`src/design/heat_diffusion_stencil_2d_macros.svh`:
```
// Assertion macros shared by the heat diffusion stencil design files.
// Included by files that check their own logic; needs nothing else.
`ifndef HEAT_DIFFUSION_STENCIL_2D_MACROS_SVH
`define HEAT_DIFFUSION_STENCIL_2D_MACROS_SVH

// Consequent must hold in the same cycle as the antecedent.
`define HDS_ASSERT_SAME(label, clk, rst, ante, cons, msg) \
   label: assert property (@(posedge clk) disable iff (rst) (ante) |-> (cons)) \
      else $error(msg);

// Consequent must hold in the cycle after the antecedent.
`define HDS_ASSERT_NEXT(label, clk, rst, ante, cons, msg) \
   label: assert property (@(posedge clk) disable iff (rst) (ante) |=> (cons)) \
      else $error(msg);

`endif

```
`src/design/hds_pkg.sv`:
```
// Shared types and constants for the heat diffusion stencil block.
// Used by every module of the block; depends on nothing.
`timescale 1ns / 1ps
package hds_pkg;

   // Field and register widths.
   localparam int CELL_W     = 24;
   localparam int GAIN_W     = 16;
   localparam int STEPS_W    = 16;
   localparam int MODE_W     = 2;
   localparam int POS_W      = 5;
   localparam int CSR_IDX_W  = 2;
   localparam int CSR_DATA_W = 24;

   // Datapath widths: four neighbors minus four times the center, then the gain.
   localparam int LAP_W      = CELL_W + 3;
   localparam int PROD_W     = LAP_W + GAIN_W + 1;
   localparam int FRAC_SHIFT = 16;
   localparam int SUM_W      = PROD_W - FRAC_SHIFT + 1;

   // Request modes.
   localparam logic [MODE_W-1:0] MODE_WRITE = 2'd0;
   localparam logic [MODE_W-1:0] MODE_RUN   = 2'd1;
   localparam logic [MODE_W-1:0] MODE_READ  = 2'd2;

   // Control register indexes.
   localparam logic [CSR_IDX_W-1:0] CSR_GAIN     = 2'd0;
   localparam logic [CSR_IDX_W-1:0] CSR_BOUNDARY = 2'd1;
   localparam logic [CSR_IDX_W-1:0] CSR_STEPS    = 2'd2;

   typedef logic signed [CELL_W-1:0] cell_type;

   // Register reset values.
   localparam logic [GAIN_W-1:0]  GAIN_RESET     = 16'd6554;
   localparam cell_type           BOUNDARY_RESET = 24'sd102400;
   localparam logic [STEPS_W-1:0] STEPS_RESET    = 16'd201;

   // Saturation limits of a cell.
   localparam cell_type CELL_MAX = 24'sh7FFFFF;
   localparam cell_type CELL_MIN = 24'sh800000;

   // Which grid edges the current center cell touches.
   typedef struct packed {
      logic top;
      logic bottom;
      logic left;
      logic right;
   } edge_type;

   // The five cells of the stencil as seen in the line window.
   typedef struct packed {
      cell_type center;
      cell_type up;
      cell_type down;
      cell_type west;
      cell_type east;
   } taps_type;

endpackage

```
`src/design/hds_calc.sv`:
```
// Shared stencil arithmetic: boundary select and Laplacian, gain multiply,
// then shift, add and saturate, one register stage each. Uses hds_pkg.
`timescale 1ns / 1ps
module hds_calc (
   input  logic                                clock,
   input  logic                                reset,
   input  logic                                in_valid,
   input  hds_pkg::taps_type                   taps,
   input  hds_pkg::edge_type                   edges,
   input  hds_pkg::cell_type                   boundary,
   input  logic [hds_pkg::GAIN_W-1:0]          gain,
   output logic                                out_valid,
   output hds_pkg::cell_type                   out_cell
);

   localparam int LAP_W    = hds_pkg::LAP_W;
   localparam int PROD_W   = hds_pkg::PROD_W;
   localparam int SUM_W    = hds_pkg::SUM_W;
   localparam int CELL_W   = hds_pkg::CELL_W;
   localparam int FRAC     = hds_pkg::FRAC_SHIFT;
   localparam int GAIN_W_S = hds_pkg::GAIN_W + 1;

   hds_pkg::cell_type            up_sel, down_sel, west_sel, east_sel;
   logic signed [LAP_W-1:0]      lap_in;
   logic signed [LAP_W-1:0]      lap_ff;
   logic signed [PROD_W-1:0]     prod_ff;
   logic signed [GAIN_W_S-1:0]   gain_s;
   hds_pkg::cell_type            ce1_ff, ce2_ff;
   logic signed [SUM_W-1:0]      sum;
   logic [SUM_W-CELL_W:0]        high_bits;
   logic                         ovf;
   hds_pkg::cell_type            sat_in;
   hds_pkg::cell_type            out_cell_ff;
   logic                         v1_ff, v2_ff, v3_ff;

   // Stage one: neighbors outside the grid take the boundary value.
   always_comb begin
      up_sel   = edges.top    ? boundary : taps.up;
      down_sel = edges.bottom ? boundary : taps.down;
      west_sel = edges.left   ? boundary : taps.west;
      east_sel = edges.right  ? boundary : taps.east;
      lap_in   = LAP_W'(up_sel) + LAP_W'(down_sel) + LAP_W'(west_sel) + LAP_W'(east_sel)
                 - (LAP_W'(taps.center) <<< 2);
   end

   always_ff @(posedge clock) begin
      lap_ff <= lap_in;
      ce1_ff <= taps.center;
   end

   // Stage two: gain multiply, gain treated as an unsigned fraction.
   assign gain_s = $signed({1'b0, gain});

   always_ff @(posedge clock) begin
      prod_ff <= lap_ff * gain_s;
      ce2_ff  <= ce1_ff;
   end

   // Stage three: floor shift, add to the center and saturate.
   always_comb begin
      sum       = SUM_W'(ce2_ff) + SUM_W'($signed(prod_ff[PROD_W-1:FRAC]));
      high_bits = sum[SUM_W-1:CELL_W-1];
      ovf       = !((&high_bits) || (~|high_bits));
      if (ovf) begin
         sat_in = sum[SUM_W-1] ? hds_pkg::CELL_MIN : hds_pkg::CELL_MAX;
      end else begin
         sat_in = sum[CELL_W-1:0];
      end
   end

   always_ff @(posedge clock) begin
      out_cell_ff <= sat_in;
   end

   // Valid travels alongside the data.
   always_ff @(posedge clock) begin
      if (reset) begin
         v1_ff <= 1'b0;
         v2_ff <= 1'b0;
         v3_ff <= 1'b0;
      end else begin
         v1_ff <= in_valid;
         v2_ff <= v1_ff;
         v3_ff <= v2_ff;
      end
   end

   assign out_valid = v3_ff;
   assign out_cell  = out_cell_ff;

endmodule

```
`config.mk`:
```
export PLATFORM = sky130hd
export DESIGN_NAME = hds_calc
export DESIGN_NICKNAME = d
export VERILOG_FILES = /design/src/design/heat_diffusion_stencil_2d_macros.svh /design/src/design/hds_pkg.sv /design/src/design/hds_calc.sv
export SDC_FILE = /design/constraint.sdc
export NUM_CORES = 1
export LEC_CHECK = 0
export BUFFER_PORTS_ARGS = -buffer_cell sky130_fd_sc_hd__buf_2
export CAP_MARGIN = 30
export CORE_AREA = 2 2 196 198
export CTS_CLUSTER_SIZE = 24
export DETAILED_ROUTE_END_ITERATION = 12
export DIE_AREA = 0 0 198 200
export PLACE_DENSITY = 0.82
export SLEW_MARGIN = 20
export SYNTH_ARGS = -nofsm -noshare
export SYNTH_HDL_FRONTEND = slang
export SYNTH_SLANG_ARGS = --single-unit
export TNS_END_PERCENT = 5
```
`constraint.sdc`:
```
create_clock -name clock -period 8.4 [get_ports clock]
set_input_delay 0.84 -clock clock [delete_from_list [all_inputs] [get_ports clock]]
set_output_delay 0.84 -clock clock [all_outputs]
set_load 0.05 [all_outputs]
```
==> key figures <==
Floorplanning
  – Die H: 200 um
  – # IOs: 192
  – Core ar.: 37400 um2
  – Row count: 71
  – Die X: 198 um
  – Die area: 39600 um2
  – Initial core utilization: 62.2%

Clocking
  – CTS sink count: 130
  – CTS tree: done
  – Cts bufs inserted: 17
  – H-tree depth: 4
  – Clock-pin slew on the worst setup and hold paths: 0.06 ns
  – Clk buf depth: 2
  – Post-CTS Resized: 0
  – Root Buffer: clkbuf_16
  – Post-CTS setup buffers: 0
  – Post-cts hold buffer count: 0
  – Clk_lat worst skew: 0.43 ns

Synthesis
  – #FFs+latches synth: 130
  – Top-count cell post-synth: inv_1
  – Synth warnings: 0
  – Largest cells by area after synthesis: fa_1 (42%), dfxtp_1 (11%), inv_1 (9.3%)
  – Post-Syn Area: 23200 um2
  – Async SR Flop Fraction: 0%
  – Syn nets: 3286
  – Number of flops mapped to enable cells by yosys: 0
  – Share of the synthesized area in the top cell type: 42.4%
  – Post-synth top area cell: fa_1
  – Post-synthesis sequential area ratio: 11.2%
  – Top post-synthesis cells by count: inv_1 (578), fa_1 (493), nand2_1 (285)
  – Mean post-synth cell area: 9.43 um2
  – Post-synthesis cell count: 2465
  – Main synth FF type: dfxtp_1
  – Synth unique cells: 70

Flow run
  – MaxCap Viol Count: 0

GRT
  – Initial antenna violation count: 1
  – Total track usage: 29.9%
  – Gr ovfl total: 0
  – Pin count of the biggest net entering global routing: 28
  – Vias in the first global route: 19200
  – First-pass GRT wire length: 91.5 mm

Critical path
  – Worst setup SP type: input port
  – WP data required: 8.70 ns
  – CP max FO: 14
  – CP arrival: 7.58 ns
  – CP Capture Type: flop
  – CP Class: in2reg

Route
  – Remaining antenna violation count after routing: 0
  – Iter 0 DRT Violations: 816
  – Post-Route WL: 56.2 mm
  – Vias: 17200
  – Initial DRT Pass Iterations: 7
  – Residual DRC count: 0
  – Drt wl/cell: 18.0 um
  – Via-to-Cell Ratio: 5.52

Layout
  – Layout cells sized above 1: 11.6%
  – Footprint of the multi-input gates: 18100 um2
  – Fill count: 2906
  – Area delta synth->final: 8.07%
  – Post-layout nets: 3415
  – Inserted Diodes: 0
  – FF/Latch Area: 2600 um2
  – Fin area: 25100 um2

STA
  – Worst Skew: 0.00876 ns
  – TNS Setup: 0 ns
  – Max-slew violations: 0
  – RSZ-0062 raised after global routing: false
  – Max-slew headroom: 42.0%
  – Worst slew pin tran: 0.868 ns
  – Setup violators final: 0
  – Max Clock Freq: 0.137 GHz
  – Final worst slack: 1.12 ns
  – Final Hold Fails: 0
  – Fin crit share: 86.6%
  – Hold_ws: 0.320 ns
  – Final Critical Period: 7.28 ns

Place
  – Count of input and output buffers: 191
  – Placer Congestion: 0.908
  – Hpwl dp: 46.4 mm
  – Post-place setup slack: 0.787 ns
  – DP Area: 24500 um2

Outcome
  – Status: completed

Hold path
  – HP Class: reg2reg
[cell usage in the layout, fill, tap and decap left out, types with 10 or more instances in the layout]
cell type and instances:
mux2i_1 48, inv_1 578, a211oi_1 10, xnor2_1 52, clkbuf_16 17, mux2_2 50
a21oi_1 88, nor2b_1 13, buf_2 191, ha_1 161, nand2_1 285, o21ai_0 33
o21a_1 15, nand3_1 19, fa_1 493, a21o_1 22, xor2_1 27, dfxtp_1 130
nor3_1 11, and2_1 177, nor2_1 48
[cell families after synthesis]
family | synth area share (%)
buffers and inverters | 11.0
adders and majority gates | 51.1
and+or+nand+nor | 12.6
AOI/OAI and AO/OA | 6.60
DFF | 11.2
muxes | 4.49
xor gates and xnor gates | 3.07
[critical path, stage by stage]
cell      delay (ns)
buf_2           0.32
buf_4           0.29
nand2_1         0.10
fa_1            0.54
fa_1            0.54
fa_1            0.55
inv_1           0.07
fa_1            0.48
fa_1            0.49
inv_1           0.06
fa_1            0.48
inv_1           0.04
ha_1            0.34
a21o_1          0.18
a211oi_1        0.23
o21ai_0         0.12
o21a_1          0.18
nor3b_1         0.58
or2_2           0.26
a21oi_1         0.11
or4b_2          0.62
o311ai_0        0.13
[routing by layer]
| metal | wire, um | track usage, % | share of wire, % |
|---|---|---|---|
| met3 | 2490 | 3.43 | 4.4 |
| met1 | 19900 | 32.5 | 35 |
| met4 | 3370 | 18.0 | 6.0 |
| met2 | 30400 | 56.2 | 54 |
| met5 | 11 | 0 | 0.020 |
[final cells by class]
type                       instances  share of cell area (%)
inverter                         578                    8.64
timing repair buffer             199                    4.07
clock inverter                    12                   0.528
clock buffer                      20                    1.82
multi-input combinational       1668                    72.0
sequential                       130                    10.4
tap                              511                    2.54
[through the flow]
stage / cells / util (%)
3_3_place_gp: 3085 / 65.6
3_5_place_dp: 3085 / 65.6
4_1_cts: 3117 / 67.1
2_1_floorplan: 2465 / -
6_report: 3118 / 67.2
5_1_grt: 3118 / 67.2
[sequential cells by signal, summed over array words and instances, names as in the netlist]
signal / count
v2_ff: 1
v1_ff: 1
ce2_ff: 24
prod_ff: 28
ce1_ff: 24
out_cell: 24
out_valid: 1
lap_ff: 27
[worst paths after layout]
| check | from | end | slack, ns | depth (start not counted) |
|---|---|---|---|---|
| min | ce1_ff[8] | ce2_ff[8] | 0.32 | 0 |
| min reg2reg | ce1_ff[8] | ce2_ff[8] | 0.32 | 0 |
| max | gain[2] | prod_ff[40] | 1.12 | 22 |
| max reg2reg | lap_ff[9] | prod_ff[40] | 1.24 | 20 |
Power is not shown: default switching activity piles up to over one toggle a cycle in this logic, so the estimate is an artifact.
