[src/design/heat_diffusion_stencil_2d_macros.svh]
// Assertion macros shared by the heat diffusion stencil design files.
// Included by files that check their own logic; needs nothing else.
`ifndef HEAT_DIFFUSION_STENCIL_2D_MACROS_SVH
`define HEAT_DIFFUSION_STENCIL_2D_MACROS_SVH

// Consequent must hold in the same cycle as the antecedent.
`define HDS_ASSERT_SAME(label, clk, rst, ante, cons, msg) \
   label: assert property (@(posedge clk) disable iff (rst) (ante) |-> (cons)) \
      else $error(msg);

// Consequent must hold in the cycle after the antecedent.
`define HDS_ASSERT_NEXT(label, clk, rst, ante, cons, msg) \
   label: assert property (@(posedge clk) disable iff (rst) (ante) |=> (cons)) \
      else $error(msg);

`endif

[src/design/hds_pkg.sv]
// Shared types and constants for the heat diffusion stencil block.
// Used by every module of the block; depends on nothing.
`timescale 1ns / 1ps
package hds_pkg;

   // Field and register widths.
   localparam int CELL_W     = 24;
   localparam int GAIN_W     = 16;
   localparam int STEPS_W    = 16;
   localparam int MODE_W     = 2;
   localparam int POS_W      = 5;
   localparam int CSR_IDX_W  = 2;
   localparam int CSR_DATA_W = 24;

   // Datapath widths: four neighbors minus four times the center, then the gain.
   localparam int LAP_W      = CELL_W + 3;
   localparam int PROD_W     = LAP_W + GAIN_W + 1;
   localparam int FRAC_SHIFT = 16;
   localparam int SUM_W      = PROD_W - FRAC_SHIFT + 1;

   // Request modes.
   localparam logic [MODE_W-1:0] MODE_WRITE = 2'd0;
   localparam logic [MODE_W-1:0] MODE_RUN   = 2'd1;
   localparam logic [MODE_W-1:0] MODE_READ  = 2'd2;

   // Control register indexes.
   localparam logic [CSR_IDX_W-1:0] CSR_GAIN     = 2'd0;
   localparam logic [CSR_IDX_W-1:0] CSR_BOUNDARY = 2'd1;
   localparam logic [CSR_IDX_W-1:0] CSR_STEPS    = 2'd2;

   typedef logic signed [CELL_W-1:0] cell_type;

   // Register reset values.
   localparam logic [GAIN_W-1:0]  GAIN_RESET     = 16'd6554;
   localparam cell_type           BOUNDARY_RESET = 24'sd102400;
   localparam logic [STEPS_W-1:0] STEPS_RESET    = 16'd201;

   // Saturation limits of a cell.
   localparam cell_type CELL_MAX = 24'sh7FFFFF;
   localparam cell_type CELL_MIN = 24'sh800000;

   // Which grid edges the current center cell touches.
   typedef struct packed {
      logic top;
      logic bottom;
      logic left;
      logic right;
   } edge_type;

   // The five cells of the stencil as seen in the line window.
   typedef struct packed {
      cell_type center;
      cell_type up;
      cell_type down;
      cell_type west;
      cell_type east;
   } taps_type;

endpackage

[src/design/hds_window.sv]
// Raster line window: a shift line two rows plus one cell long that presents
// the five stencil taps of the cell one row behind the newest one. Uses hds_pkg.
`timescale 1ns / 1ps
module hds_window #(
   parameter int COLS = 32
) (
   input  logic                clock,
   input  logic                shift_en,
   input  hds_pkg::cell_type   din,
   output hds_pkg::taps_type   taps
);

   localparam int WIN_LEN = 2 * COLS + 1;

   hds_pkg::cell_type win_ff [WIN_LEN];

   // Shift one cell in per valid read.
   always_ff @(posedge clock) begin
      if (shift_en) begin
         win_ff[0] <= din;
         for (int i = 1; i < WIN_LEN; i++) begin
            win_ff[i] <= win_ff[i-1];
         end
      end
   end

   // The newest cell is the lower neighbor of the center; the oldest is the upper one.
   assign taps.down   = win_ff[0];
   assign taps.east   = win_ff[COLS-1];
   assign taps.center = win_ff[COLS];
   assign taps.west   = win_ff[COLS+1];
   assign taps.up     = win_ff[2*COLS];

endmodule

[config.mk]
export PLATFORM = sky130hd
export DESIGN_NAME = hds_window
export DESIGN_NICKNAME = d
export VERILOG_FILES = /design/src/design/heat_diffusion_stencil_2d_macros.svh /design/src/design/hds_pkg.sv /design/src/design/hds_window.sv
export SDC_FILE = /design/constraint.sdc
export NUM_CORES = 1
export LEC_CHECK = 0
export ABC_AREA = 1
export BUFFER_PORTS_ARGS = -buffer_cell sky130_fd_sc_hd__buf_2
export CELL_PAD_IN_SITES_DETAIL_PLACEMENT = 0
export CELL_PAD_IN_SITES_GLOBAL_PLACEMENT = 2
export CORE_ASPECT_RATIO = 0.8
export CORE_MARGIN = 2
export CORE_UTILIZATION = 45
export CTS_CLUSTER_DIAMETER = 60
export DETAILED_ROUTE_END_ITERATION = 8
export GPL_TIMING_DRIVEN = 0
export PLACE_DENSITY = 0.81
export REMOVE_ABC_BUFFERS = 1
export SLEW_MARGIN = 20
export SYNTH_ARGS = -nofsm -noshare
export SYNTH_HDL_FRONTEND = slang
export SYNTH_SLANG_ARGS = --single-unit
[constraint.sdc]
create_clock -name clock -period 1.9 [get_ports clock]
set_input_delay 0.285 -clock clock [delete_from_list [all_inputs] [get_ports clock]]
set_output_delay 0.285 -clock clock [all_outputs]
set_load 0.02 [all_outputs]
==> results.txt, run 1 <==
max FFs per register: 1560
clock tree buffer depth: 3
number of nets in the finished design: 1921
outcome: finished with violations
starting DRC count in detailed routing: 1361
net switching power of the design: 13.3 mW
core footprint: 0.105 mm^2
Max transition margin: 44.7%
critical hold path startpoint: shift_en
Via Count: 15400
placed cell count: 3119
Filler cells: 7814
achievable frequency: 523 MHz
CTS tree: yes
Post-DP HPWL: 21.6 mm
terminus of the critical flop-to-flop path: win_ff[0][787]
Clock H-tree levels: 4
power per unit of standard cell area: 1290 mW/mm^2
end point of the most critical hold path: win_ff[0][130]
row cnt: 106
CP arrival: 2.27 ns
synthesized netlist cell count: 1680
cell types occupying the most area after synthesis: sky130_fd_sc_hd__edfxtp_1 (98%), sky130_fd_sc_hd__buf_4 (1.9%)
overall power consumption: 70.9 mW
worst vdd rail ir drop: 0.000996 V
wire length of the first global-routing pass: 80.8 mm
part of the total power dissipated in the clock network: 41.2%
Finish-stage setup viols: 77
max-slew violation total from the final report: 0
first-pass detailed-route iteration total: 5
library cells used by synthesis: 2
count of boundary I/O pins: 146
startpoint of the most critical register-to-register path: win_ff[0][763]
biggest area consumer among synthesized cells: sky130_fd_sc_hd__edfxtp_1
combinational share of power: 1.6%
share of the clock period used by the worst path after layout: 101%
sequential power share: 57.2%
drt via density: 4.51
commonest cells after routing, fill and taps aside: sky130_fd_sc_hd__edfxtp_1 (1560), sky130_fd_sc_hd__clkbuf_16 (156), sky130_fd_sc_hd__buf_2 (143)
post-synthesis sequential area ratio: 98.1%
multi-input gates: 0
register bit count reported by yosys: 1560
Hold Path Depth: 1
DIE HEIGHT: 295 um
clock transition at the registers of the reported paths: 0.06 ns
floorplan die area: 0.109 mm^2
Internal: 57.6 mW
warnings from Yosys: 0
Least-Margin Pin Slew: 0.829 ns
last weighted congestion value of the routability-driven placer: 0.697
static leakage power: 18.6 nW
R2R cell count: 0
CP Capture Type: flop
path type of the worst min-delay path: primary input to flop
insertion delay to the later sink of the worst-skew pair: 0.73 ns
sw frac: 18.8%
number of max-cap violations: 0
fin cells: 3414
DRC: 0
RSZ-0062 raised after global routing: true
leading registers by flop count: win_ff x1560
register-to-register setup slack: 1.05 ns
Biggest register: win_ff
shortest clock period the worst path allows after layout: 1.91 ns
final core occ: 52.4%
global route total overflow: 0
number of clock sinks: 1560
Layout area overhead: 15.0%
worst-case clock skew: 0.0221 ns
number of global-route vias before repair: 15300
final worst-path setup slack: -0.0134 ns
hold violation total from the final report: 0
Clock Root Buffer: sky130_fd_sc_hd__clkbuf_16
final antenna-violating net count: 0
violated checks: setup timing
antenna diode count: 0
startpoint kind of the worst setup timing path: primary input
width of the die: 368 um
footprint of the multi-input gates: 0 um^2
commonest non-fill, non-tap cell in the layout: sky130_fd_sc_hd__edfxtp_1
Max Fanout on Critical Path: 153
worst setup path category: primary input to flop
Port-buffer cells: 145
setup TNS: -0.375 ns
number of buffers created by CTS: 147
Avg Synthesized Cell Area: 28.4 um^2
ratio of cells with drive above 1 in the final layout: 18.6%
maximum number of pins on one net before global-route repair: 154
Req. time, crit path: 2.25 ns
GRT Util Overall: 9.40%
post-detailed-route wirelength per cell: 15.1 um
post-placement worst setup slack: -1.34 ns
netlist area before placement: 0.0477 mm^2
antenna violations before repair: 1
Initial Util: 45.5%
fraction of post-synthesis cell area in the top cell type by area: 98.1%
total routed wirelength: 51.6 mm
## power groups by stage
stage,combinational [mW],clock [mW],sequential (mW)
after global placement,0.790,0,41.9
final,1.13,29.2,40.6
after detailed placement,1.07,0,41.3
after CTS,1.15,30.4,40.6
after floorplan,0,0,41.3
after global routing,1.24,31.7,40.7
## worst max-delay path by stage
stage	cells past startpoint	startpoint	to
floorplan	0	win_ff[0][0]	win_ff[0][24]
global placement	1	shift_en	win_ff[0][1488]
detailed placement	4	shift_en	win_ff[0][1464]
CTS	1	win_ff[0][763]	taps[19]
global route	4	shift_en	win_ff[0][228]
finish	4	shift_en	win_ff[0][229]
## cell usage after synthesis, drive strengths merged
library cell and number:
edfxtp 1560, buf 120
## through the flow
step	instance area [um^2]	hold slack, ns
after floorplan	46800	0.384
after global placement	49300	0.400
after detailed placement	49600	0.405
after CTS	54900	0.0549
after global routing	54900	0.0817
final	54900	0.0845
## layer usage
| metal | wire length [um] | share of wire, % | GRT usage (%) | vias up |
|---|---|---|---|---|
| met4 | 1710 | 3.3 | 4.87 | 0 |
| met3 | 3420 | 6.6 | 3.95 | 131 |
| met1 | 24400 | 47 | 13.0 | 7878 |
| li1 | - | - | - | 7103 |
| met2 | 22100 | 43 | 12.7 | 292 |
| met5 | 0 | 0 | 0 | - |
## area by class of cell
class,instances,area (um^2),share of cell area (%)
clock buffer,172,3920,7.14
clock inverter,92,973,1.77
sequential,1560,46800,85.3
tap,1404,1760,3.20
timing repair buffer,186,1430,2.61
## critical path, cell delays in order
cell and delay [ns]:
sky130_fd_sc_hd__buf_16 0.46, sky130_fd_sc_hd__buf_16 0.40, sky130_fd_sc_hd__buf_16 0.36, sky130_fd_sc_hd__buf_16 0.51
## timing repair
action,CTS,global route
setup endpoints to repair,589,577
hold buffers,24,0
hold endpoints to repair,24,0
gates resized for setup,3,0
pin swaps,0,0
setup buffers,2,0
gates cloned,3,2
## kinds of logic after synthesis
kind of cell  share of synthesized area [%]
flops                                  98.1
buf+inv                                1.89
(Power assumes the default switching activity.)
==> inputs of run 2 (changes only) <==
--- a/config.mk
+++ b/config.mk
@@ -6,7 +6,6 @@
 export NUM_CORES = 1
 export LEC_CHECK = 0
 export ABC_AREA = 1
-export BUFFER_PORTS_ARGS = -buffer_cell sky130_fd_sc_hd__buf_2
 export CELL_PAD_IN_SITES_DETAIL_PLACEMENT = 0
 export CELL_PAD_IN_SITES_GLOBAL_PLACEMENT = 2
 export CORE_ASPECT_RATIO = 0.8
@@ -14,8 +13,10 @@
 export CORE_UTILIZATION = 45
 export CTS_CLUSTER_DIAMETER = 60
 export DETAILED_ROUTE_END_ITERATION = 8
+export DONT_BUFFER_PORTS = 1
+export GPL_ROUTABILITY_DRIVEN = 1
 export GPL_TIMING_DRIVEN = 0
-export PLACE_DENSITY = 0.81
+export PLACE_DENSITY_LB_ADDON = 0.3
 export REMOVE_ABC_BUFFERS = 1
 export SLEW_MARGIN = 20
 export SYNTH_ARGS = -nofsm -noshare
==> run 2 against run 1 <==
Net effect: largest cell class unchanged; first-iteration DRC count rose by 12%; sequential power about the same; global-route usage fell by 0.46 points; non-clock buffer count decreased by 147; critical endpoint is now taps[33]; critical path type is now flop to primary output; clock power decreased by 5%; the flow finishes with violations (hold timing); worst setup slack better by 0.088 ns; clock skew barely moved; maximum frequency rose by 4.8%; sequential share of layout area up 1.7 points; cell area down 1.9%; register-to-register slack got worse by 0.25 ns.
==> results.txt, run 2 (synthesis results as in run 1) <==
total routed wirelength: 49.7 mm
count of boundary I/O pins: 146
leading registers by flop count: win_ff x1560
final antenna-violating net count: 0
Clock H-tree levels: 4
path type of the worst min-delay path: primary input to flop
CP arrival: 1.54 ns
max-slew violation total from the final report: 0
Initial Util: 45.5%
clock tree buffer depth: 3
startpoint kind of the worst setup timing path: flop
width of the die: 368 um
Placement Cell Area: 0.0488 mm^2
smallest hold slack: -0.328 ns
footprint of the multi-input gates: 0 um^2
starting DRC count in detailed routing: 1526
Finish-stage setup viols: 0
max FFs per register: 1560
global route total overflow: 0
worst setup path category: flop to primary output
Layout area overhead: 12.8%
number of nets in the finished design: 1774
Clock Root Buffer: sky130_fd_sc_hd__clkbuf_16
commonest cells after routing, fill and taps aside: sky130_fd_sc_hd__edfxtp_1 (1560), sky130_fd_sc_hd__clkbuf_16 (155), sky130_fd_sc_hd__clkbuf_1 (41)
Biggest register: win_ff
Via Count: 14800
floorplan die area: 0.109 mm^2
Max transition margin: 27.0%
first-pass detailed-route iteration total: 6
share of the clock period used by the worst path after layout: 96.1%
maximum number of pins on one net before global-route repair: 237
row cnt: 106
Req. time, crit path: 1.62 ns
Max Fanout on Critical Path: 3
setup TNS: 0 ns
number of global-route vias before repair: 14500
power per unit of standard cell area: 1280 mW/mm^2
achievable frequency: 548 MHz
Port-buffer cells: 0
hold violation total from the final report: 83
number of max-cap violations: 0
commonest non-fill, non-tap cell in the layout: sky130_fd_sc_hd__edfxtp_1
drt via density: 4.53
ratio of cells with drive above 1 in the final layout: 11.1%
placed cell count: 2972
shortest clock period the worst path allows after layout: 1.83 ns
DRC: 0
multi-input gates: 0
antenna violations before repair: 1
wire length of the first global-routing pass: 77.4 mm
CP Capture Type: primary output
clock transition at the registers of the reported paths: 0.06 ns
GRT Util Overall: 8.94%
core footprint: 0.105 mm^2
worst vdd rail ir drop: 0.000898 V
worst-case clock skew: 0.0218 ns
overall power consumption: 69.1 mW
CTS tree: yes
Post-CTS Setup Repair Bufs: 0
number of clock sinks: 1560
static leakage power: 17.8 nW
# hold bufs at CTS: 24
last weighted congestion value of the routability-driven placer: 0.662
DIE HEIGHT: 295 um
final standard cell area without fillers: 0.0539 mm^2
fin cells: 3270
Least-Margin Pin Slew: 1.10 ns
RSZ-0062 raised after global routing: false
number of buffers created by CTS: 147
outcome: finished with violations
post-detailed-route wirelength per cell: 15.2 um
Post-DP HPWL: 19.4 mm
insertion delay to the later sink of the worst-skew pair: 0.72 ns
violated checks: hold timing
run 2: cell count changes in the layout (fill, tap and decap cells not counted), sizes merged, moves of 3 or more:
cell    delta
clkinv    -13
clkbuf    +22
bufinv    -11
buf      -148
inv        +3
run 2: worst paths after layout:
path	start	endpoint	slack, ns	cells after the start
max	win_ff[0][801]	taps[33]	0.07	0
min	shift_en	win_ff[0][8]	-0.33	0
max reg2reg	win_ff[0][801]	win_ff[0][825]	0.80	0
min reg2reg	win_ff[0][1219]	win_ff[0][1243]	0.39	0
run 2: power by group:
part	switching (mW)	total (mW)	internal, mW
logic	0.592	0.719	0.127
registers	0.710	40.8	40.1
clock network	11.8	27.6	15.8
run 2: layout make-up:
type                  count  area [um^2]
Sequential cell        1560        46800
Fill cell              8031        51000
Tap cell               1404         1760
Clock buffer            194         3980
Antenna cell              1         2.50
Timing Repair Buffer     39          668
Clock inverter           72          607
run 2: metrics by stage:
stage	hold WS, ns	setup WS (ns)	utilization, %
final	-0.328	0.0747	51.3
after global routing	-0.395	0.000612	51.3
after CTS	-0.417	-0.000559	51.3
after detailed placement	0.384	-1.73	46.5
after global placement	0.384	0.398	46.3
after floorplan	0.384	1.14	-
run 2: routing by layer:
layer	vias up	wire (um)	GRT usage (%)
met3	124	2980	3.25
met1	7585	24700	12.9
met4	0	1520	5.21
met5	-	0	0
li1	6811	-	-
met2	301	20600	11.6
run 2: what timing repair did:
action,in CTS,in global routing
hold endpoints to repair,107,83
endpoints found under the setup margin,714,234
cloned,4,2
gates resized for setup,0,0
pin swaps,0,0
